**src/sta_pkg.sv**
```systemverilog
`timescale 1ns / 1ps
`default_nettype none
// ----------------------------------------------------------------------------
// sta_pkg
// Shared types, constants and helper functions of the sonar target tracker.
// ----------------------------------------------------------------------------
package sta_pkg;

    // Sizes
    localparam int CORDIC_STEPS = 16;
    localparam int SENSOR_COUNT = 4;
    localparam int STEP_W       = 5;
    localparam int QUEUE_DEPTH  = 2;
    localparam int DIV_BITS     = 48;
    localparam int DIV_CNT_W    = 6;
    localparam int DEN_W        = 17;

    // Fixed-point constants
    localparam logic [16:0] TRUST_ONE    = 17'd65536;
    localparam logic [16:0] TRUST_LOW    = 17'd6553;
    localparam logic signed [33:0] CORDIC_KX = 34'sd652032874;
    localparam logic [31:0] VEL_DT_MIN   = 32'd10;
    localparam logic [31:0] VEL_DT_MAX   = 32'd1000;
    localparam logic [10:0] MS_SCALE_X2  = 11'd2000;

    // Operation codes of the input item
    localparam logic [1:0] OP_SONAR  = 2'd0;
    localparam logic [1:0] OP_POINT  = 2'd1;
    localparam logic [1:0] OP_DECAY  = 2'd2;
    localparam logic [1:0] OP_UNUSED = 2'd3;

    // Register indexes on the configuration port
    localparam logic [1:0] REG_GAIN    = 2'd0;
    localparam logic [1:0] REG_TIMEOUT = 2'd1;
    localparam logic [1:0] REG_MINR    = 2'd2;
    localparam logic [1:0] REG_MAXR    = 2'd3;

    typedef enum logic [1:0] {
        CMD_SONAR,
        CMD_POINT,
        CMD_DECAY,
        CMD_NONE
    } cmd_kind_t;

    // Classified request handed from the front to the back
    typedef struct packed {
        cmd_kind_t          kind;
        logic [1:0]         quad;
        logic signed [15:0] resid;
        logic [17:0]        sonar_dist;
        logic signed [23:0] base_x;
        logic signed [23:0] base_y;
        logic [31:0]        now;
    } cmd_t;

    typedef struct packed {
        logic [16:0] gain;
        logic [15:0] timeout;
        logic [17:0] min_range;
        logic [17:0] max_range;
    } cfg_t;

    typedef enum logic [3:0] {
        BK_IDLE,
        BK_CORDIC,
        BK_PROJ_X,
        BK_PROJ_Y,
        BK_PROJ_END,
        BK_TAKE,
        BK_SM_X,
        BK_SM_Y,
        BK_SM_END,
        BK_VX,
        BK_VX_WAIT,
        BK_VY,
        BK_VY_WAIT,
        BK_COMMIT,
        BK_DECAY,
        BK_OUT
    } bk_state_t;

    // Arctangent of 2^-i in units of 2^32 per turn
    function automatic logic [29:0] atan_turn(input logic [STEP_W-1:0] idx);
        logic [29:0] v;
        unique case (idx)
            5'd0:  v = 30'h20000000;
            5'd1:  v = 30'h12E4051E;
            5'd2:  v = 30'h09FB385B;
            5'd3:  v = 30'h051111D4;
            5'd4:  v = 30'h028B0D43;
            5'd5:  v = 30'h0145D7E1;
            5'd6:  v = 30'h00A2F61E;
            5'd7:  v = 30'h00517C55;
            5'd8:  v = 30'h0028BE53;
            5'd9:  v = 30'h00145F2F;
            5'd10: v = 30'h000A2F98;
            5'd11: v = 30'h000517CC;
            5'd12: v = 30'h00028BE6;
            5'd13: v = 30'h000145F3;
            5'd14: v = 30'h0000A2FA;
            5'd15: v = 30'h0000517D;
            5'd16: v = 30'h000028BE;
            5'd17: v = 30'h0000145F;
            5'd18: v = 30'h00000A30;
            5'd19: v = 30'h00000518;
            5'd20: v = 30'h0000028C;
            5'd21: v = 30'h00000146;
            5'd22: v = 30'h000000A3;
            5'd23: v = 30'h00000051;
            default: v = 30'h0;
        endcase
        return v;
    endfunction

    // Clamp to the signed 24-bit range
    function automatic logic signed [23:0] sat24(input logic signed [63:0] v);
        logic signed [23:0] r;
        if (v > 64'sd8388607)
            r = 24'sh7FFFFF;
        else if (v < -64'sd8388608)
            r = 24'sh800000;
        else
            r = v[23:0];
        return r;
    endfunction

endpackage
`default_nettype wire

```
**src/sta_front.sv**
```systemverilog
`timescale 1ns / 1ps
`default_nettype none
// ----------------------------------------------------------------------------
// sta_front
// Accepts input items, rejects bad sonar reports and reduces the bearing to
// a quadrant and a residual angle for the back.
// ----------------------------------------------------------------------------
module sta_front (
    input  wire logic               in_valid,
    output logic                    in_ready,
    input  wire logic [1:0]         operation,
    input  wire logic signed [23:0] robot_x,
    input  wire logic signed [23:0] robot_y,
    input  wire logic [15:0]        robot_heading,
    input  wire logic [2:0]         sensor_index,
    input  wire logic [17:0]        distance,
    input  wire logic signed [23:0] meas_x,
    input  wire logic signed [23:0] meas_y,
    input  wire logic [31:0]        now_ms,
    input  wire sta_pkg::cfg_t      cfg,
    input  wire logic               q_full,
    output logic                    push,
    output sta_pkg::cmd_t           push_data
);
    import sta_pkg::*;

    logic        sonar_ok;
    logic [15:0] bearing;
    logic [15:0] shifted;
    logic [1:0]  quad;

    assign in_ready = !q_full;
    assign push     = in_valid && !q_full;

    // Validate the report
    assign sonar_ok = ({1'b0, sensor_index} < 4'(SENSOR_COUNT))
                   && (distance >= cfg.min_range) && (distance <= cfg.max_range);

    // Reduce bearing to quadrant and residual
    assign bearing = robot_heading + {sensor_index[1:0], 14'd0};
    assign shifted = bearing + 16'd8192;
    assign quad    = shifted[15:14];

    always_comb
    begin
        push_data.quad       = quad;
        push_data.resid      = $signed({bearing[15:14] - quad, bearing[13:0]});
        push_data.sonar_dist = distance;
        push_data.now        = now_ms;
        push_data.base_x     = robot_x;
        push_data.base_y     = robot_y;
        priority if (operation == OP_SONAR)
            push_data.kind = sonar_ok ? CMD_SONAR : CMD_NONE;
        else if (operation == OP_POINT)
        begin
            push_data.kind   = CMD_POINT;
            push_data.base_x = meas_x;
            push_data.base_y = meas_y;
        end
        else if (operation == OP_DECAY)
            push_data.kind = CMD_DECAY;
        else
            push_data.kind = CMD_NONE;
    end

endmodule
`default_nettype wire

```
**config.mk**
```make
export PLATFORM = sky130hd
export DESIGN_NAME = sta_front
export DESIGN_NICKNAME = d
export VERILOG_FILES = /design/src/sta_pkg.sv /design/src/sta_front.sv
export SDC_FILE = /design/constraint.sdc
export NUM_CORES = 1
export LEC_CHECK = 0
export BUFFER_PORTS_ARGS = -buffer_cell sky130_fd_sc_hd__buf_2
export CAP_MARGIN = 10
export CORE_AREA = 2 2 140 142
export DETAILED_ROUTE_END_ITERATION = 7
export DIE_AREA = 0 0 142 144
export PLACE_DENSITY_LB_ADDON = 0.08
export SETUP_SLACK_MARGIN = 0.3
export SLEW_MARGIN = 20
export SYNTH_ARGS = -nofsm -noshare
export SYNTH_HDL_FRONTEND = slang
export SYNTH_SLANG_ARGS = --single-unit
```
**constraint.sdc**
```tcl
create_clock -name vclk -period 4.6
set_clock_uncertainty 0.1 [all_clocks]
set_input_delay 0.69 -clock vclk [all_inputs]
set_output_delay 0.69 -clock vclk [all_outputs]
set_load 0.02 [all_outputs]
```
# Yosys cells after proc, flatten, opt, wreduce, memory -nomap -nowiden
# Cells that the tools add are included.
dict set report totals {
  in_bits 238
  regBits 0
}
dict set report op_classes {
  eq_ne 2
  addsub 3
  n_reduce_logical 5
  n_mux 6
  n_lt_le_gt_ge 3
}
# operator count
set op_table {}
lappend op_table {{$mux 48} 2}
lappend op_table {{$ge 18x18->1} 1}
lappend op_table {{$le 18x18->1} 1}
lappend op_table {{$add 16x14->16 const B} 1}
lappend op_table {{$add 16x16->16} 1}
lappend op_table {{$mux 2} 3}
lappend op_table {{$logic_and 1x1->1} 3}
lappend op_table {{$lt 3x3->1 const B} 1}
lappend op_table {{$eq 2x1->1 const B} 1}
lappend op_table {{$eq 2x2->1 const B} 1}
lappend op_table {{$logic_not 2->1} 1}
lappend op_table {{$sub 2x2->2} 1}
lappend op_table {{$logic_not 1->1} 1}
lappend op_table {{$mux 1} 1}

# Depth between registers and ports, before layout
# Gate-level depths: netlist (run 1).
dict set report logic_depth {
  depth_word 5
  depth_mapped 7
  ltp_nobuf 7
}

# Worst setup path after synthesis (run 1)
# Ideal clock, no wire load.
dict set report synth_path {
  path_type {in2out}
  startpoint {in cfg[5] in the netlist's numbering}
  endpoint {out push_data[116] in the netlist's numbering}
  path_buffers 0
  required_ns 3.810
  path_slack_ns 1.781
  cell_stages 7
  arrival_ns 2.029
  path_cell_list {inv_1 > ha_1 > a21oi_2 > o21ai_1 > a2111o_1 > a22oi_2 > o221ai_1}
}
# item line
set synth_lines {}
lappend synth_lines {{from (decl)} sta_front.sv:20} ;# input wire sta_pkg::cfg_t cfg,
lappend synth_lines {{to (decl)} sta_front.sv:23} ;# output sta_pkg::cmd_t push_data

==> flow_summary.json, run 1 <==
{
  "yosys_warnings": 0,
  "startpoint_type": "input port",
  "nClkBuffers": 0,
  "cts_resized": 0,
  "yosysTopAreaCell": "mux2_2",
  "antenna_found_initial": 0,
  "drtIter0Drc": 26,
  "clock_power_share_pct": 0,
  "grt_pass1_vias": 2179,
  "gr-usage-all-layers_pct": 7.632,
  "fin_setup_tns_ns": 0,
  "num_rows": 51,
  "worstSetupPathType": "in2out",
  "wl_per_cell_um": 13.63,
  "cp-end-kind": "primary output",
  "drive_gt1_share_pct": 67.13,
  "port_buffers": 235,
  "gr-total-overflow": 0,
  "p_total_mw": 0.3288,
  "vias": 2298,
  "synthSimpleGateAreaFrac_pct": 6.066,
  "syn_nets": 543,
  "routed_wl_mm": 9.130,
  "pwr-share-seq_pct": 0,
  "timing.fmax_ghz": 0.3120,
  "synth_top_family_by_area": "buffers and inverters",
  "ir_drop_mv": 0.05872,
  "avgViaCountPerCell": 3.430,
  "yosysUniqueCellTypes": 30,
  "rsz0062_at_grt": "no",
  "outcome": "finished clean",
  "crit_arrival_ns": 2.41,
  "syn_avg_cell_area_um2": 8.017,
  "holdBufCountCts": 0,
  "synth_cells": 265,
  "fin_ws_ns": 1.395,
  "yosysMostFrequentCell": "buf_4",
  "slew_headroom_pct": 56.53,
  "drv_cap": 0,
  "power.internal_mw": 0.1510,
  "die_area_um2": 20450,
  "start_util_pct": 11.14,
  "setup_viol": 0,
  "p_leak_nw": 1.769,
  "regArea_um2": 0,
  "die_w_um": 142,
  "finalNetCount": 712,
  "worst_pin_slew_ns": 0.6521,
  "synth_mux_area_share_pct": 25.44,
  "postPlaceCellArea_um2": 3100,
  "hold_path.class": "in2out",
  "post-route-period-util_pct": 69.67,
  "syn2layout_area_growth_pct": 45.94,
  "antenna_cells": 0,
  "final_cells": 670,
  "synth_xor_xnor_area_share_pct": 1.649,
  "synth_top_area_share_pct": 25.44,
  "required_ns": 3.81,
  "combPwrFrac_pct": 100.0,
  "whs_path_depth": 0,
  "gp_congestion": 0.6941,
  "synth_compound_area_share_pct": 11.19,
  "dr.pass1.iters": 4,
  "synthAdderAreaFrac_pct": 23.56,
  "drtAntennaViolNets": 0,
  "yosys-top-cells-area": "mux2_2, buf_4, ha_1",
  "hold_viol_final": 0,
  "period_minus_slack_ns": 3.205,
  "power.density_nw_per_um2": 106.0,
  "p_sw_share_pct": 54.08,
  "dp.cells": 670,
  "ys_seq_area_share_pct": 0,
  "io-pin-count": 358,
  "fp.dieH_um": 144,
  "grt_pass1_wl_mm": 12.26,
  "synth_common_cells": "buf_4, mux2_2, inv_1",
  "dp_hpwl_mm": 8.470,
  "fin_area_um2": 3100,
  "final_max_slew_viol_count": 0,
  "netlist_area_um2": 2125,
  "path_max_fanout": 3,
  "grt_max_degree": 49,
  "seq_cell_count": 0,
  "switchingPower_mw": 0.1778,
  "dp_slack_ns": 1.351,
  "coreArea_um2": 19080,
  "post_cts_buffers": 0,
  "drc": 0
}
[cells in the final DEF, fill, tap and decap left out, types with 2 or more instances in the layout]
cell type | Yosys | layout
a211oi_1 | 3 | 3
a21oi_1 | 9 | 9
a21oi_2 | 2 | 2
buf_2 | 2 | 235
ha_1 | 40 | 40
inv_1 | 45 | 45
mux2_2 | 48 | 48
nand2_1 | 5 | 5
nand2b_1 | 2 | 2
nand4_1 | 8 | 8
nor2_1 | 5 | 4
nor3_1 | 2 | 2
o21ai_0 | 7 | 7
o221ai_1 | 3 | 3
xnor2_1 | 2 | 2
xor2_1 | 2 | 2
[area by class of cell]
type | instances | area (um2)
Fill cell | 2224 | 15980
Inverter | 45 | 168.9
Multi-Input combinational cell | 151 | 1450
Tap cell | 238 | 297.8
Timing Repair Buffer | 236 | 1184
[logic make-up (layout without fill, tap and decap cells)]
family | after synthesis | after routing
buffers and inverters | 114 | 281
muxes | 48 | 48
adders and majority gates | 40 | 40
AOI/OAI and AO/OA | 34 | 34
and+or+nand+nor | 25 | 25
xor gates and xnor gates | 4 | 4
[worst paths after layout]
kind | to | startpoint | slack, ns
worst max-delay path | push_data[117] | distance[7] | 1.40
worst min-delay path | push_data[13] | now_ms[13] | 1.28
[critical path, stage by stage]
cell and delay [ns]:
buf_2 0.12, ha_1 0.31, nand4_1 0.22, a211oi_1 0.10
a2111o_1 0.44, a22oi_2 0.21, o221ai_1 0.13, buf_2 0.18
[power groups by stage]
stage / combinational [mW] / clock (mW) / sequential [mW]
after global routing: 0.365 / 0 / 0
after detailed placement: 0.336 / 0 / 0
after CTS: 0.338 / 0 / 0
after global placement: 0.337 / 0 / 0
after floorplan: 0.254 / 0 / 0
final: 0.329 / 0 / 0
[per-layer routing]
layer  track usage (%)  part of all wire, %  vias up
met2             14.06                   53      111
li1                  -                    -     1179
met5                 0                    0        -
met4             1.579                  2.2        0
met1             9.729                   40      990
met3            0.5960                  5.4       18
[metrics by stage]
| step | hold WS (ns) | util [%] |
|---|---|---|
| after floorplan | 1.357 | - |
| after global placement | 1.280 | 16.25 |
| after detailed placement | 1.280 | 16.25 |
| after CTS | 1.280 | 16.25 |
| after global routing | 1.280 | 16.25 |
| final | 1.280 | 16.25 |
(Power assumes the default switching activity.)
==> run 2, diff against run 1 <==
==> constraint.sdc (replaced) <==
create_clock -name vclk -period 2.9
set_clock_uncertainty 0.1 [all_clocks]
set_input_delay 0.435 -clock vclk [all_inputs]
set_output_delay 0.435 -clock vclk [all_outputs]
set_load 0.02 [all_outputs]
==> run 2 against run 1 <==
  * Sequential share of layout area stayed put
  * Non-clock buffer count stayed put
  * Routed wire length hardly changed
  * Total power is 67% higher
  * Combinational power is 67% higher
  * Critical path depth is 1 higher
  * First-iteration DRC count is 42% higher
  * Hold slack worse by 0.51 ns
  * Final cell count stayed put
  * Setup slack worse by 1.1 ns
  * Critical path type unchanged
==> flow_summary.json, run 2 (synthesis gave the netlist of run 1 again) <==
{
  "path_max_fanout": 3,
  "gp_congestion": 0.6875,
  "power.density_nw_per_um2": 169.0,
  "setup_viol": 0,
  "dp_hpwl_mm": 8.423,
  "use_met2_pct": 14.54,
  "gr-total-overflow": 0,
  "port_buffers": 235,
  "outcome": "finished clean",
  "finalNetCount": 712,
  "crit_arrival_ns": 2.09,
  "regArea_um2": 0,
  "holdBufCountCts": 0,
  "hold_viol_final": 0,
  "layout.cells.most_common": "buf_2",
  "avgViaCountPerCell": 3.443,
  "cp-end-kind": "primary output",
  "drtIter0Drc": 37,
  "fin_setup_tns_ns": 0,
  "start_util_pct": 11.14,
  "grt_pass1_vias": 2265,
  "syn2layout_area_growth_pct": 52.89,
  "grt_max_degree": 49,
  "slew_headroom_pct": 66.06,
  "nClkBuffers": 0,
  "seq_cell_count": 0,
  "dp_slack_ns": 0.1845,
  "antenna_found_initial": 0,
  "drc": 0,
  "worst_pin_slew_ns": 0.5038,
  "num_rows": 51,
  "drtAntennaViolNets": 0,
  "global_route.usage.met3_pct": 0.5629,
  "ir_drop_mv": 0.08673,
  "startpoint_type": "input port",
  "dr.pass1.iters": 4,
  "utilization_pct": 17.02,
  "grt.busiest_layer": "met2",
  "post_cts_buffers": 0,
  "postPlaceCellArea_um2": 3113,
  "routed_wl_mm": 9.133,
  "die_area_um2": 20450,
  "coreArea_um2": 19080,
  "die_w_um": 142,
  "worstSetupPathType": "in2out",
  "fp.dieH_um": 144,
  "globalRouteMet1Util_pct": 9.290,
  "final_cells": 670,
  "io-pin-count": 358,
  "required_ns": 2.37,
  "drv_cap": 0,
  "p_leak_nw": 1.782,
  "antenna_cells": 0,
  "vias": 2307,
  "period_minus_slack_ns": 2.626,
  "rsz0062_at_grt": "yes",
  "wl_per_cell_um": 13.63,
  "grt_pass1_wl_mm": 12.27,
  "hold_path.class": "in2out",
  "timing.fmax_ghz": 0.3809,
  "fin_area_um2": 3248,
  "gr-usage-all-layers_pct": 7.604,
  "final_cell_mix": "buf_2, mux2_2, inv_1, ha_1, a21oi_1",
  "dp.cells": 670,
  "fin_ws_ns": 0.2744,
  "post-route-period-util_pct": 90.54,
  "final_max_slew_viol_count": 0,
  "drive_gt1_share_pct": 70.83
}
[run 2: cell types whose count changed in the layout (fill, tap and decap cells not counted), moves of 4 or more]
cell | before | now
buf_2 | 235 | 228
inv_1 | 45 | 40
ha_1 | 40 | 34
inv_2 | 0 | 4
ha_4 | 0 | 6
buf_6 | 0 | 4
[run 2: path summary, 6_finish.rpt]
kind,startpoint,endpoint,slack [ns],cells past startpoint
max,cfg[7],push_data[117],0.27,9
min,now_ms[13],push_data[13],0.77,0
[run 2: routing by layer]
layer  part of all wire (%)  up-vias
li1                       -     1182
met1                     39     1002
met2                     54      105
met3                    4.9       18
met4                    2.2        0
met5                      0        -
[run 2: critical path, stage by stage]
cell,delay (ns)
buf_6,0.09
inv_4,0.05
ha_4,0.20
nand4_1,0.22
inv_1,0.07
a2111o_1,0.47
a22oi_2,0.24
o221ai_1,0.14
buf_4,0.18
[run 2: cell type report]
class / count / area (um2)
multi-input cells: 151 / 1550
fillers: 2208 / 15830
inverters: 45 / 171.4
repair buffers: 236 / 1229
well taps: 238 / 297.8
[run 2: where the power goes]
group	switching, mW	internal [mW]
logic	0.293	0.256
clock network	0	0
registers	0	0
total	0.293	0.256
[run 2: metrics by stage]
stage                     total power [mW]  hold WS, ns
after floorplan                     0.4033       0.8466
after global placement              0.5364       0.7701
after detailed placement            0.5351       0.7701
after CTS                           0.5552       0.7701
after global routing                0.6044       0.7700
final                               0.5489       0.7700
[run 2: repair_timing]
item                       CTS  global route
gates resized for setup     14            13
setup endpoints to repair    2             2
pin swaps                    9             6
