File: src/sta_pkg.sv
`timescale 1ns / 1ps
`default_nettype none
// ----------------------------------------------------------------------------
// sta_pkg
// Shared types, constants and helper functions of the sonar target tracker.
// ----------------------------------------------------------------------------
package sta_pkg;

    // Sizes
    localparam int CORDIC_STEPS = 16;
    localparam int SENSOR_COUNT = 4;
    localparam int STEP_W       = 5;
    localparam int QUEUE_DEPTH  = 2;
    localparam int DIV_BITS     = 48;
    localparam int DIV_CNT_W    = 6;
    localparam int DEN_W        = 17;

    // Fixed-point constants
    localparam logic [16:0] TRUST_ONE    = 17'd65536;
    localparam logic [16:0] TRUST_LOW    = 17'd6553;
    localparam logic signed [33:0] CORDIC_KX = 34'sd652032874;
    localparam logic [31:0] VEL_DT_MIN   = 32'd10;
    localparam logic [31:0] VEL_DT_MAX   = 32'd1000;
    localparam logic [10:0] MS_SCALE_X2  = 11'd2000;

    // Operation codes of the input item
    localparam logic [1:0] OP_SONAR  = 2'd0;
    localparam logic [1:0] OP_POINT  = 2'd1;
    localparam logic [1:0] OP_DECAY  = 2'd2;
    localparam logic [1:0] OP_UNUSED = 2'd3;

    // Register indexes on the configuration port
    localparam logic [1:0] REG_GAIN    = 2'd0;
    localparam logic [1:0] REG_TIMEOUT = 2'd1;
    localparam logic [1:0] REG_MINR    = 2'd2;
    localparam logic [1:0] REG_MAXR    = 2'd3;

    typedef enum logic [1:0] {
        CMD_SONAR,
        CMD_POINT,
        CMD_DECAY,
        CMD_NONE
    } cmd_kind_t;

    // Classified request handed from the front to the back
    typedef struct packed {
        cmd_kind_t          kind;
        logic [1:0]         quad;
        logic signed [15:0] resid;
        logic [17:0]        sonar_dist;
        logic signed [23:0] base_x;
        logic signed [23:0] base_y;
        logic [31:0]        now;
    } cmd_t;

    typedef struct packed {
        logic [16:0] gain;
        logic [15:0] timeout;
        logic [17:0] min_range;
        logic [17:0] max_range;
    } cfg_t;

    typedef enum logic [3:0] {
        BK_IDLE,
        BK_CORDIC,
        BK_PROJ_X,
        BK_PROJ_Y,
        BK_PROJ_END,
        BK_TAKE,
        BK_SM_X,
        BK_SM_Y,
        BK_SM_END,
        BK_VX,
        BK_VX_WAIT,
        BK_VY,
        BK_VY_WAIT,
        BK_COMMIT,
        BK_DECAY,
        BK_OUT
    } bk_state_t;

    // Arctangent of 2^-i in units of 2^32 per turn
    function automatic logic [29:0] atan_turn(input logic [STEP_W-1:0] idx);
        logic [29:0] v;
        unique case (idx)
            5'd0:  v = 30'h20000000;
            5'd1:  v = 30'h12E4051E;
            5'd2:  v = 30'h09FB385B;
            5'd3:  v = 30'h051111D4;
            5'd4:  v = 30'h028B0D43;
            5'd5:  v = 30'h0145D7E1;
            5'd6:  v = 30'h00A2F61E;
            5'd7:  v = 30'h00517C55;
            5'd8:  v = 30'h0028BE53;
            5'd9:  v = 30'h00145F2F;
            5'd10: v = 30'h000A2F98;
            5'd11: v = 30'h000517CC;
            5'd12: v = 30'h00028BE6;
            5'd13: v = 30'h000145F3;
            5'd14: v = 30'h0000A2FA;
            5'd15: v = 30'h0000517D;
            5'd16: v = 30'h000028BE;
            5'd17: v = 30'h0000145F;
            5'd18: v = 30'h00000A30;
            5'd19: v = 30'h00000518;
            5'd20: v = 30'h0000028C;
            5'd21: v = 30'h00000146;
            5'd22: v = 30'h000000A3;
            5'd23: v = 30'h00000051;
            default: v = 30'h0;
        endcase
        return v;
    endfunction

    // Clamp to the signed 24-bit range
    function automatic logic signed [23:0] sat24(input logic signed [63:0] v);
        logic signed [23:0] r;
        if (v > 64'sd8388607)
            r = 24'sh7FFFFF;
        else if (v < -64'sd8388608)
            r = 24'sh800000;
        else
            r = v[23:0];
        return r;
    endfunction

endpackage
`default_nettype wire

File: src/sta_queue.sv
`timescale 1ns / 1ps
`default_nettype none
// ----------------------------------------------------------------------------
// sta_queue
// Short request queue between the classifying front and the working back.
// ----------------------------------------------------------------------------
module sta_queue (
    input  wire logic          clk,
    input  wire logic          rst_n,
    input  wire logic          push,
    input  wire sta_pkg::cmd_t push_data,
    output logic               full,
    input  wire logic          pop,
    output logic               not_empty,
    output sta_pkg::cmd_t      pop_data
);
    import sta_pkg::*;

    cmd_t       mem [QUEUE_DEPTH];
    logic       wr_ptr_reg;
    logic       rd_ptr_reg;
    logic [1:0] count_reg;

    assign full      = (count_reg == 2'(QUEUE_DEPTH));
    assign not_empty = (count_reg != 2'd0);
    assign pop_data  = mem[rd_ptr_reg];

    // Store pushed request
    always_ff @(posedge clk)
    begin
        if (push)
        begin
            mem[wr_ptr_reg] <= push_data;
        end
    end

    // Advance pointers and fill count
    always_ff @(posedge clk or negedge rst_n)
    begin
        if (!rst_n)
        begin
            wr_ptr_reg <= 1'b0;
            rd_ptr_reg <= 1'b0;
            count_reg  <= 2'd0;
        end
        else
        begin
            if (push)
                wr_ptr_reg <= ~wr_ptr_reg;
            if (pop)
                rd_ptr_reg <= ~rd_ptr_reg;
            if (push && !pop)
                count_reg <= count_reg + 2'd1;
            else if (pop && !push)
                count_reg <= count_reg - 2'd1;
        end
    end

endmodule
`default_nettype wire

File: config.mk
export PLATFORM = sky130hd
export DESIGN_NAME = sta_queue
export DESIGN_NICKNAME = d
export VERILOG_FILES = /design/src/sta_pkg.sv /design/src/sta_queue.sv
export SDC_FILE = /design/constraint.sdc
export NUM_CORES = 1
export LEC_CHECK = 0
export BUFFER_PORTS_ARGS = -buffer_cell sky130_fd_sc_hd__buf_2
export CAP_MARGIN = 20
export CORE_ASPECT_RATIO = 0.75
export CORE_MARGIN = 10
export CORE_UTILIZATION = 30
export CTS_BUF_LIST = sky130_fd_sc_hd__clkbuf_16
export DETAILED_ROUTE_END_ITERATION = 8
export SETUP_SLACK_MARGIN = 0.5
export SYNTH_ARGS = -nofsm -noshare
export SYNTH_HDL_FRONTEND = slang
export SYNTH_SLANG_ARGS = --single-unit
File: constraint.sdc
create_clock -name clk -period 9.6 [get_ports clk]
set_input_delay 0.96 -clock clk [delete_from_list [all_inputs] [get_ports clk]]
set_output_delay 0.96 -clock clk [all_outputs]
set_load 0.01 [all_outputs]
# == After elaboration in Yosys (flattened, before gate mapping) ==
# Memories as Yosys holds them, arrays and structs flattened.
# Index checks and enable logic that the tools add are counted.
# totals
regBits,4
ram_bits,236
input_bits,122
out_inout_bits,120
word_cells,19
memories,1
# memory_table
name,depth,word_bits,read_ports,rd_clocked_by_memory_dff,wr,line_no,rtl
mem,2,118,1,0,1,sta_queue.sv:19,cmd_t mem [QUEUE_DEPTH];
# classes
add_sub_neg,2
n_eq_ne,1
muxes,4
n_bitwise,2
n_reduce_logical,6
# ops
operator,n
2-bit two-way mux,2
2-bit nonzero test,2
2-bit by 1-bit adder with 2-bit output (second input constant),1
2-bit equality test (second input constant),1
1-bit logical AND,2
1-bit zero test,2
1-bit two-way mux,2
1-bit inverter,2
2-bit by 1-bit subtractor with 2-bit output (second input constant),1

# == Depth between registers and ports, before layout ==
# Gate-level depths: netlist of run 1.
# depth
depth_word,4
depth_mapped,5
depth_no_buf,5

# == Worst setup path after synthesis of run 1 ==
# No wires, ideal clock.
# synth_path
kind,input -> register
start,in push
end,mem mem[0][0] (netlist bit) (enable)
setup_time_ns,0.610
arrival_time_ns,6.081
t_required_ns,8.990
path_slack_ns,2.909
cell_stages,1
path_buffers,0
cell_sequence,nor2b_1
# synth_via
elab_chain_cells,2
# synth_lines
element,line_no,rtl
"start, declared",sta_queue.sv:10,"input wire logic push,"
1-bit two-way mux,sta_queue.sv:31,if (push)
1-bit two-way mux (implied by the code),sta_queue.sv:33,mem[wr_ptr_reg] <= push_data;
"end, declared",sta_queue.sv:19,
# Every way passes these cells.

==> results.sh, run 1 <==
export IMPL_status="finished, final reports clean"
export IMPL_ant_nets=0
export IMPL_netlist_cell_type_count=13
export IMPL_cts_resized=0
export IMPL_cp_max_fo=60
export IMPL_hp_class="input port to asynchronous set/reset pin"
export IMPL_grt_max_degree=79
export IMPL_p_per_area_nw_per_um2=296
export IMPL_synth_nets=506
export IMPL_clk_path_buf_depth=3
export IMPL_wl_per_cell_um=18.1
export IMPL_drt_iter0_markers=180
export IMPL_syn_avg_cell_area_sq_um=22.8
export IMPL_synth_area_leaders="edfxtp_1 81%, mux2_2 15%, buf_6 1.5%"
export IMPL_post_route_drc_count=0
export IMPL_drive_gt1_share_pct=60.6
export IMPL_cts_root_buffer="clkbuf_16"
export IMPL_endpoint_kind="primary output"
export IMPL_fillers=2737
export IMPL_vias_per_cell=4.17
export IMPL_drv_cap=0
export IMPL_finalSetupTns_ns=0
export IMPL_io_buffers=241
export IMPL_crit_path_start_kind="flip-flop"
export IMPL_core_area_sq_um=28900
export IMPL_numCtsBuffers=26
export IMPL_htree_num_levels=1
export IMPL_synth_xor_area_share_pct=0.501
export IMPL_synth_compound_area_share_pct=0
export IMPL_power_w=0.00332
export IMPL_dieWidth_um=217
export IMPL_dpl_cell_count=1007
export IMPL_synth_top_family_by_area="multiplexers"
export IMPL_grtUsageTotal_pct=10.0
export IMPL_drt_total_wl_mm=19.0
export IMPL_cts_tree="yes"
export IMPL_rsz0062_at_grt="false"
export IMPL_tightest_slew_ns=1.09
export IMPL_cellLeakagePower_nw=4.20
export IMPL_stdcell_count=1055
export IMPL_fmax_mhz=276
export IMPL_setup_viol=0
export IMPL_fp_dieArea_sq_um=36500
export IMPL_syn_inst=383
export IMPL_ctsHoldBuffers=0
export IMPL_cp_required_ns=8.64
export IMPL_first_pass_iters=4
export IMPL_post_route_min_period_ns=3.63
export IMPL_clk_pin_slew_ns=0.06
export IMPL_worstPathArrival_ns=2.67
export IMPL_synth_area_leader_cell="edfxtp_1"
export IMPL_first_global_vias=4788
export IMPL_period_share_pct=37.8
export IMPL_fp_row_count=54
export IMPL_synthAdderAreaFrac_pct=0.143
export IMPL_maxSlewHeadroom_pct=27.5
export IMPL_synth_seq_area_share_pct=82.2
export IMPL_clk_latency_ns=0.52
export IMPL_gr_total_overflow=0
export IMPL_die_h_um=168
export IMPL_synth_seq_cells=240
export IMPL_synthMuxAreaShare_pct=15.2
export IMPL_fin_worst_skew_ns=0.00944
export IMPL_ios=242
export IMPL_synth_simple_area_share_pct=0.329
export IMPL_vias=4397
export IMPL_hpwlAfterDp_mm=12.9
export IMPL_hold_violations=0
export IMPL_routabilityCongestion=0.721
export IMPL_cts_setup_buffers=0
export IMPL_grt_pass1_wl_mm=28.9
export IMPL_netlist_area_sq_um=8750
export IMPL_nets=768
export IMPL_slew_viol_final=0
export IMPL_ir_worst_vdd_mv=0.199
export IMPL_yosysWarnings=0
export IMPL_largest_register_ffs=236
export IMPL_synthToLayoutAreaGrowth_pct=28.4
export IMPL_synth_top_area_share_pct=81.0
export IMPL_antenna_found_initial=4
export IMPL_critPathKind="flip-flop to primary output"
export IMPL_initial_core_util_pct=30.2
export IMPL_clock_sinks=240
worst max-delay path: stages, from the launching register on:
cell and delay [ns]:
dfrtp_4 0.60, buf_16 0.30, buf_4 0.56, mux2_2 0.41, buf_2 0.15
metrics by stage:
step	hold WS, ns	instance area (sq um)	util [%]	setup slack (ns)
finish	0.234	11200	38.8	5.97
detailed placement	0.494	10300	35.8	6.16
floorplan	0.447	8750	-	2.91
global placement	0.489	10300	35.8	6.21
CTS	0.206	11200	38.6	5.58
global route	0.207	11200	38.8	5.82
per-layer routing:
layer | up-vias | global-route usage (%) | share of wire [%]
met5 | - | 0 | 0.068
met4 | 2 | 2.43 | 2.1
met1 | 2166 | 12.5 | 44
met2 | 144 | 16.2 | 46
met3 | 35 | 3.81 | 7.6
li1 | 2050 | - | -
cell usage in the layout (no fill, tap or decap):
cell	netlist	layout
dfrtp_1	4	3
xor2_1	4	4
edfxtp_1	236	236
or2_2	1	1
buf_4	1	4
mux2_2	118	118
dfrtp_4	0	1
buf_2	0	241
xnor2_1	1	1
nor2b_1	2	1
diode_2	0	1
clkinv_1	0	5
clkbuf_16	0	27
nor2_1	1	1
nor2b_4	0	1
bufinv_16	0	3
ha_1	1	1
buf_16	0	2
inv_1	1	9
and2_4	0	1
clkinv_2	0	2
where the power goes:
part	switching, W	internal, W	leakage [nW]	total, W
clock network	0.000372	0.000582	0.433	0.000953
logic	0.000497	0.000415	1.51	0.000912
registers	0.0000602	0.00139	2.26	0.00145
total	0.000929	0.00239	4.20	0.00332
area by class of cell:
type	count	area [sq um]	share of cell area [%]
clock inverters	18	149	1.33
well taps	392	490	4.37
clock buffers	27	676	6.02
diodes	1	2.50	0.0223
repair buffers	247	1290	11.5
inverters	1	3.75	0.0334
multi-input cells	129	1420	12.7
flip-flops and latches	240	7190	64.0
path summary, 6_finish.rpt:
| check | start | end | slack, ns | depth (start not counted) |
|---|---|---|---|---|
| min in group clk | count_reg[1]$_DFFE_PN0P_ | count_reg[1]$_DFFE_PN0P_ | 0.50 | 1 |
| max in group asynchronous | rst_n | rd_ptr_reg$_DFFE_PN0P_ | 9.23 | 1 |
| setup / recovery | rd_ptr_reg$_DFFE_PN0P_ | pop_data[41] | 5.97 | 4 |
| setup reg to reg | wr_ptr_reg$_DFFE_PN0P_ | mem[0][21]$_DFFE_PP_ | 7.14 | 3 |
| hold reg to reg | count_reg[1]$_DFFE_PN0P_ | count_reg[1]$_DFFE_PN0P_ | 0.50 | 1 |
| hold / removal | rst_n | count_reg[0]$_DFFE_PN0P_ | 0.23 | 1 |
synthesized netlist by cell type:
| cell | n |
|---|---|
| edfxtp_1 | 236 |
| mux2_2 | 118 |
| buf_6 | 12 |
| dfrtp_1 | 4 |
| xor2_1 | 4 |
| nor2b_1 | 2 |
| and2_1 | 1 |
| buf_4 | 1 |
| ha_1 | 1 |
| inv_1 | 1 |
| nor2_1 | 1 |
| or2_2 | 1 |
| xnor2_1 | 1 |
logic make-up (layout without fill, tap and decap cells):
| kind of cell | Yosys count | after routing |
|---|---|---|
| other cells | 0 | 1 |
| flops | 240 | 240 |
| simple gates | 5 | 5 |
| mux | 118 | 118 |
| buf+inv | 14 | 293 |
| xor+xnor | 5 | 5 |
| fa+ha+maj | 1 | 1 |
No activity file was read; power rests on OpenSTA's default activity.
==> inputs of run 2 (changes only) <==
- clock period: 9.6 -> 3.3 ns (I/O delays scaled with it)
==> results.sh, run 2 (synthesized netlist as in run 1, its figures left out) <==
export IMPL_finalSetupTns_ns=0
export IMPL_nets=886
export IMPL_ctsHoldBuffers=118
export IMPL_numCtsBuffers=25
export IMPL_fp_row_count=54
export IMPL_critPathKind="flip-flop to primary output"
export IMPL_synthToLayoutAreaGrowth_pct=41.0
export IMPL_dpl_cell_count=1010
export IMPL_cp_required_ns=2.97
export IMPL_grt_pass1_wl_mm=31.9
export IMPL_cts_setup_buffers=0
export IMPL_worstPathArrival_ns=2.26
export IMPL_vias=4837
export IMPL_cp_max_fo=43
export IMPL_stdcell_count=1172
export IMPL_multi_input_area_sq_um=1420
export IMPL_fin_worst_skew_ns=0.0102
export IMPL_tightest_slew_ns=0.687
export IMPL_rr_worst_depth=2
export IMPL_cellLeakagePower_nw=4.65
export IMPL_maxSlewHeadroom_pct=54.2
export IMPL_regArea_sq_um=7190
export IMPL_io_buffers=241
export IMPL_cts_root_buffer="clkbuf_16"
export IMPL_clock_sinks=240
export IMPL_clk_path_buf_depth=3
export IMPL_first_global_vias=5476
export IMPL_dieWidth_um=217
export IMPL_period_share_pct=78.6
export IMPL_setup_viol=0
export IMPL_drive_gt1_share_pct=51.8
export IMPL_clk_pin_slew_ns=0.07
export IMPL_core_area_sq_um=28900
export IMPL_post_route_min_period_ns=2.59
export IMPL_hp_class="input port to flip-flop"
export IMPL_drt_iter0_markers=220
export IMPL_rsz0062_at_grt="false"
export IMPL_fmax_mhz=385
export IMPL_slew_viol_final=0
export IMPL_p_per_area_nw_per_um2=776
export IMPL_vias_per_cell=4.13
export IMPL_endpoint_kind="primary output"
export IMPL_htree_num_levels=1
export IMPL_fin_hold_ws_ns=0.0303
export IMPL_num_antenna_cells=0
export IMPL_first_pass_iters=4
export IMPL_crit_path_start_kind="flip-flop"
export IMPL_cts_tree="yes"
export IMPL_drt_total_wl_mm=20.8
export IMPL_fp_dieArea_sq_um=36500
export IMPL_routabilityCongestion=0.698
export IMPL_largest_register_ffs=236
export IMPL_hold_violations=0
export IMPL_ff2ff_setup_slack_ns=1.51
export IMPL_hpwlAfterDp_mm=13.4
export IMPL_ant_nets=0
export IMPL_status="finished, final reports clean"
export IMPL_grtUsageTotal_pct=11.1
export IMPL_ios=242
export IMPL_gr_total_overflow=0
export IMPL_wl_per_cell_um=17.7
export IMPL_antenna_found_initial=0
export IMPL_die_h_um=168
export IMPL_final_common_cell="buf_2"
export IMPL_initial_core_util_pct=30.2
export IMPL_drv_cap=0
export IMPL_mostFrequentLayoutCells="241 x buf_2, 236 x edfxtp_1, 118 x mux2_2, 118 x dlygate4sd3_1, 25 x clkbuf_16"
export IMPL_grt_max_degree=79
export IMPL_clk_latency_ns=0.52
export IMPL_fillers=2580
export IMPL_post_route_drc_count=0
export IMPL_ir_worst_vdd_mv=0.431
export IMPL_cts_resized=0
export IMPL_hold_depth=1
-- run 2: cell types whose count changed in the layout (fill, tap and decap cells not counted), moves of 2 or more --
cell,before,now
clkinv_2,2,7
clkbuf_16,27,25
dlygate4sd3_1,0,118
bufinv_16,3,1
buf_16,2,0
inv_1,9,5
buf_12,0,4
-- run 2: path summary, 6_finish.rpt --
kind                                          start                        to
min                                   push_data[61]      mem[1][61]$_DFFE_PP_
min reg2reg                count_reg[1]$_DFFE_PN0P_  count_reg[1]$_DFFE_PN0P_
min in group asynchronous                     rst_n    rd_ptr_reg$_DFFE_PN0P_
max reg2reg                  wr_ptr_reg$_DFFE_PN0P_      mem[1][10]$_DFFE_PP_
max                          rd_ptr_reg$_DFFE_PN0P_              pop_data[43]
max in group asynchronous                     rst_n    rd_ptr_reg$_DFFE_PN0P_
-- run 2: report_power, final --
part	switching [W]	internal (W)
clock network	0.00110	0.00144
logic	0.00143	0.00131
registers	0.000237	0.00405
total	0.00277	0.00680
-- run 2: routing by layer --
metal  up-vias  part of all wire (%)  track usage, %
met1      2375                    42            13.2
met3        25                   6.9            3.62
met2       154                    49            18.9
met4         0                   1.8            2.64
met5         -                     0               0
li1       2283                     -               -
-- run 2: final cells by class --
class                      instances  share of cell area [%]
sequential                       240                    58.3
timing repair buffer             366                    20.2
multi-input combinational        129                    11.5
clock buffer                      25                    5.07
tap                              392                    3.98
clock inverter                    19                   0.893
inverter                           1                  0.0304
-- run 2: critical path, stage by stage, from the launching register on --
cell     delay, ns
dfrtp_4       0.82
buf_12        0.35
mux2_2        0.38
buf_2         0.15
-- run 2: metrics by stage --
stage / total power, W / worst slack (ns) / cell area [sq um] / util (%)
2_1_floorplan: 0.00600 / 0.702 / 8760 / -
6_report: 0.00957 / 0.705 / 12300 / 42.7
5_1_grt: 0.0101 / 0.600 / 12300 / 42.7
4_1_cts: 0.00977 / 0.611 / 12300 / 42.7
3_5_place_dp: 0.00706 / 1.19 / 10400 / 36.0
3_3_place_gp: 0.00704 / 1.20 / 10400 / 36.0
==> inputs of run 3 (changes only) <==
- clock period: 3.3 -> 2.18 ns (I/O delays scaled with it)
==> results.sh, run 3 (synthesized netlist as in run 1, its figures left out) <==
export IMPL_status="finished, final reports clean"
export IMPL_fp_dieArea_sq_um=36500
export IMPL_cp_max_fo=11
export IMPL_slew_viol_final=0
export IMPL_fin_util_pct=44.6
export IMPL_met1_usage_pct=14.1
export IMPL_drv_cap=0
export IMPL_hpwlAfterDp_mm=12.8
export IMPL_dpl_cell_area_sq_um=10400
export IMPL_slowest_stage="dfrtp_4"
export IMPL_final_common_cell="buf_2"
export IMPL_worstPathCellList="buf_6 -> buf_16 -> mux2_2 -> buf_2"
export IMPL_crit_family="flip-flops"
export IMPL_endpoint_kind="primary output"
export IMPL_wl_per_cell_um=19.0
export IMPL_post_route_drc_count=0
export IMPL_ios=242
export IMPL_startpoint="rd_ptr_reg$_DFFE_PN0P_"
export IMPL_tightest_slew_ns=0.416
export IMPL_crit_path_start_kind="flip-flop"
export IMPL_cts_tree="yes"
export IMPL_nets=908
export IMPL_hold_violations=0
export IMPL_p_per_area_nw_per_um2=1240
export IMPL_setup_ws_ns=0.128
export IMPL_cp_num_buf_inv=3
export IMPL_drt_iter0_markers=202
export IMPL_routabilityCongestion=0.707
export IMPL_antenna_found_initial=1
export IMPL_core_area_sq_um=28900
export IMPL_cp_required_ns=1.96
export IMPL_mostFrequentLayoutCells="239 x buf_2, 236 x edfxtp_1, 121 x dlygate4sd3_1"
export IMPL_pre_cts_slack_ns=0.528
export IMPL_dieWidth_um=217
export IMPL_synthToLayoutAreaGrowth_pct=47.4
export IMPL_fp_row_count=54
export IMPL_drive_gt1_share_pct=52.2
export IMPL_setup_viol=0
export IMPL_fmax_mhz=487
export IMPL_first_global_vias=5567
export IMPL_gr_total_overflow=0
export IMPL_power_w=0.0160
export IMPL_die_h_um=168
export IMPL_ir_worst_vdd_mv=0.659
export IMPL_cpPeakStageDelay_ns=0.47
export IMPL_grt_max_degree=65
export IMPL_hp_class="input port to asynchronous set/reset pin"
export IMPL_period_share_pct=94.1
export IMPL_clock_sinks=240
export IMPL_fillers=2584
export IMPL_post_route_min_period_ns=2.05
export IMPL_vias_per_cell=4.21
export IMPL_postLayoutCellArea_sq_um=12900
export IMPL_maxSlewHeadroom_pct=72.2
export IMPL_met2_usage_pct=18.6
export IMPL_htree_num_levels=1
export IMPL_critPathKind="flip-flop to primary output"
export IMPL_clk_latency_ns=0.53
export IMPL_initial_core_util_pct=30.2
export IMPL_finalSetupTns_ns=0
export IMPL_grtUsageMet3_pct=4.32
export IMPL_vias=5039
export IMPL_r2r_start="wr_ptr_reg$_DFFE_PN0P_"
export IMPL_io_buffers=241
export IMPL_grt_busiest_layer="met2"
export IMPL_cts_root_buffer="clkbuf_16"
export IMPL_grtUsageTotal_pct=11.4
export IMPL_numCtsBuffers=26
export IMPL_clk_path_buf_depth=3
export IMPL_ant_nets=0
export IMPL_clk_pin_slew_ns=0.06
export IMPL_drt_total_wl_mm=22.8
export IMPL_rsz0062_at_grt="true"
export IMPL_cellLeakagePower_nw=4.92
export IMPL_first_pass_iters=4
export IMPL_worstPathArrival_ns=1.83
export IMPL_largest_register_ffs=236
export IMPL_grt_pass1_wl_mm=32.6
export IMPL_fin_worst_skew_ns=0.0133
==> run 3: cell types whose count changed in the layout (fill, tap and decap cells not counted), moves of 3 or more <==
cell / before / now
buf_6: 0 / 7
buf_16: 0 / 7
clkinv_2: 7 / 1
clkbuf_16: 25 / 33
dlygate4sd3_1: 118 / 121
inv_1: 5 / 8
==> run 3: repair_timing <==
action	in CTS	in global routing
gates resized for setup	10	6
endpoints found under the setup margin	118	119
endpoints found under the hold margin	242	0
gates cloned	5	8
setup buffers	4	2
hold buffers	121	0
==> run 3: path summary, 6_finish.rpt <==
path / slack (ns) / end / cells past startpoint
min: 0.03 / rd_ptr_reg$_DFFE_PN0P_ / 2
max reg2reg: 0.80 / mem[0][45]$_DFFE_PP_ / 2
max: 0.13 / pop_data[115] / 4
max in group asynchronous: 2.02 / rd_ptr_reg$_DFFE_PN0P_ / 2
min in group clk: 0.41 / mem[0][63]$_DFFE_PP_ / 2
min reg2reg: 0.51 / count_reg[1]$_DFFE_PN0P_ / 1
==> run 3: worst register-to-register path: cells and delay by family (launching register included) <==
kind / cells / cell delay, ns
flip-flops: 1 / 0.43
AND/OR/NAND/NOR: 1 / 0.19
buffers and inverters: 1 / 0.35
==> run 3: metal layers <==
metal  part of all wire (%)  vias up  wire [um]
li1                       -     2335          -
met1                     44     2510      10100
met2                     47      160      10700
met3                    7.2       34       1640
met4                    1.7        0        396
met5                      0        -          0
==> run 3: layout make-up <==
type	count	area, sq um	area share [%]
flip-flops and latches	240	7190	55.8
multi-input cells	129	1420	11.0
clock buffers	27	676	5.24
well taps	392	490	3.80
inverters	1	3.75	0.0291
clock inverters	20	163	1.26
repair buffers	387	2950	22.8
diodes	1	2.50	0.0194
==> run 3: report_power, final <==
| group | internal [W] | switching (W) | leakage [nW] | total (W) |
|---|---|---|---|---|
| registers | 0.00612 | 0.000219 | 2.26 | 0.00634 |
| clock network | 0.00258 | 0.00168 | 0.435 | 0.00426 |
| logic | 0.00271 | 0.00273 | 2.22 | 0.00544 |
| total | 0.0114 | 0.00463 | 4.92 | 0.0160 |
==> run 3: through the flow <==
step | hold WS, ns | std cells
detailed placement | 0.0265 | 1009
finish | 0.0256 | 1197
CTS | 0.0131 | 1186
floorplan | -0.0776 | 383
global placement | 0.0295 | 1009
global route | 0.00407 | 1197
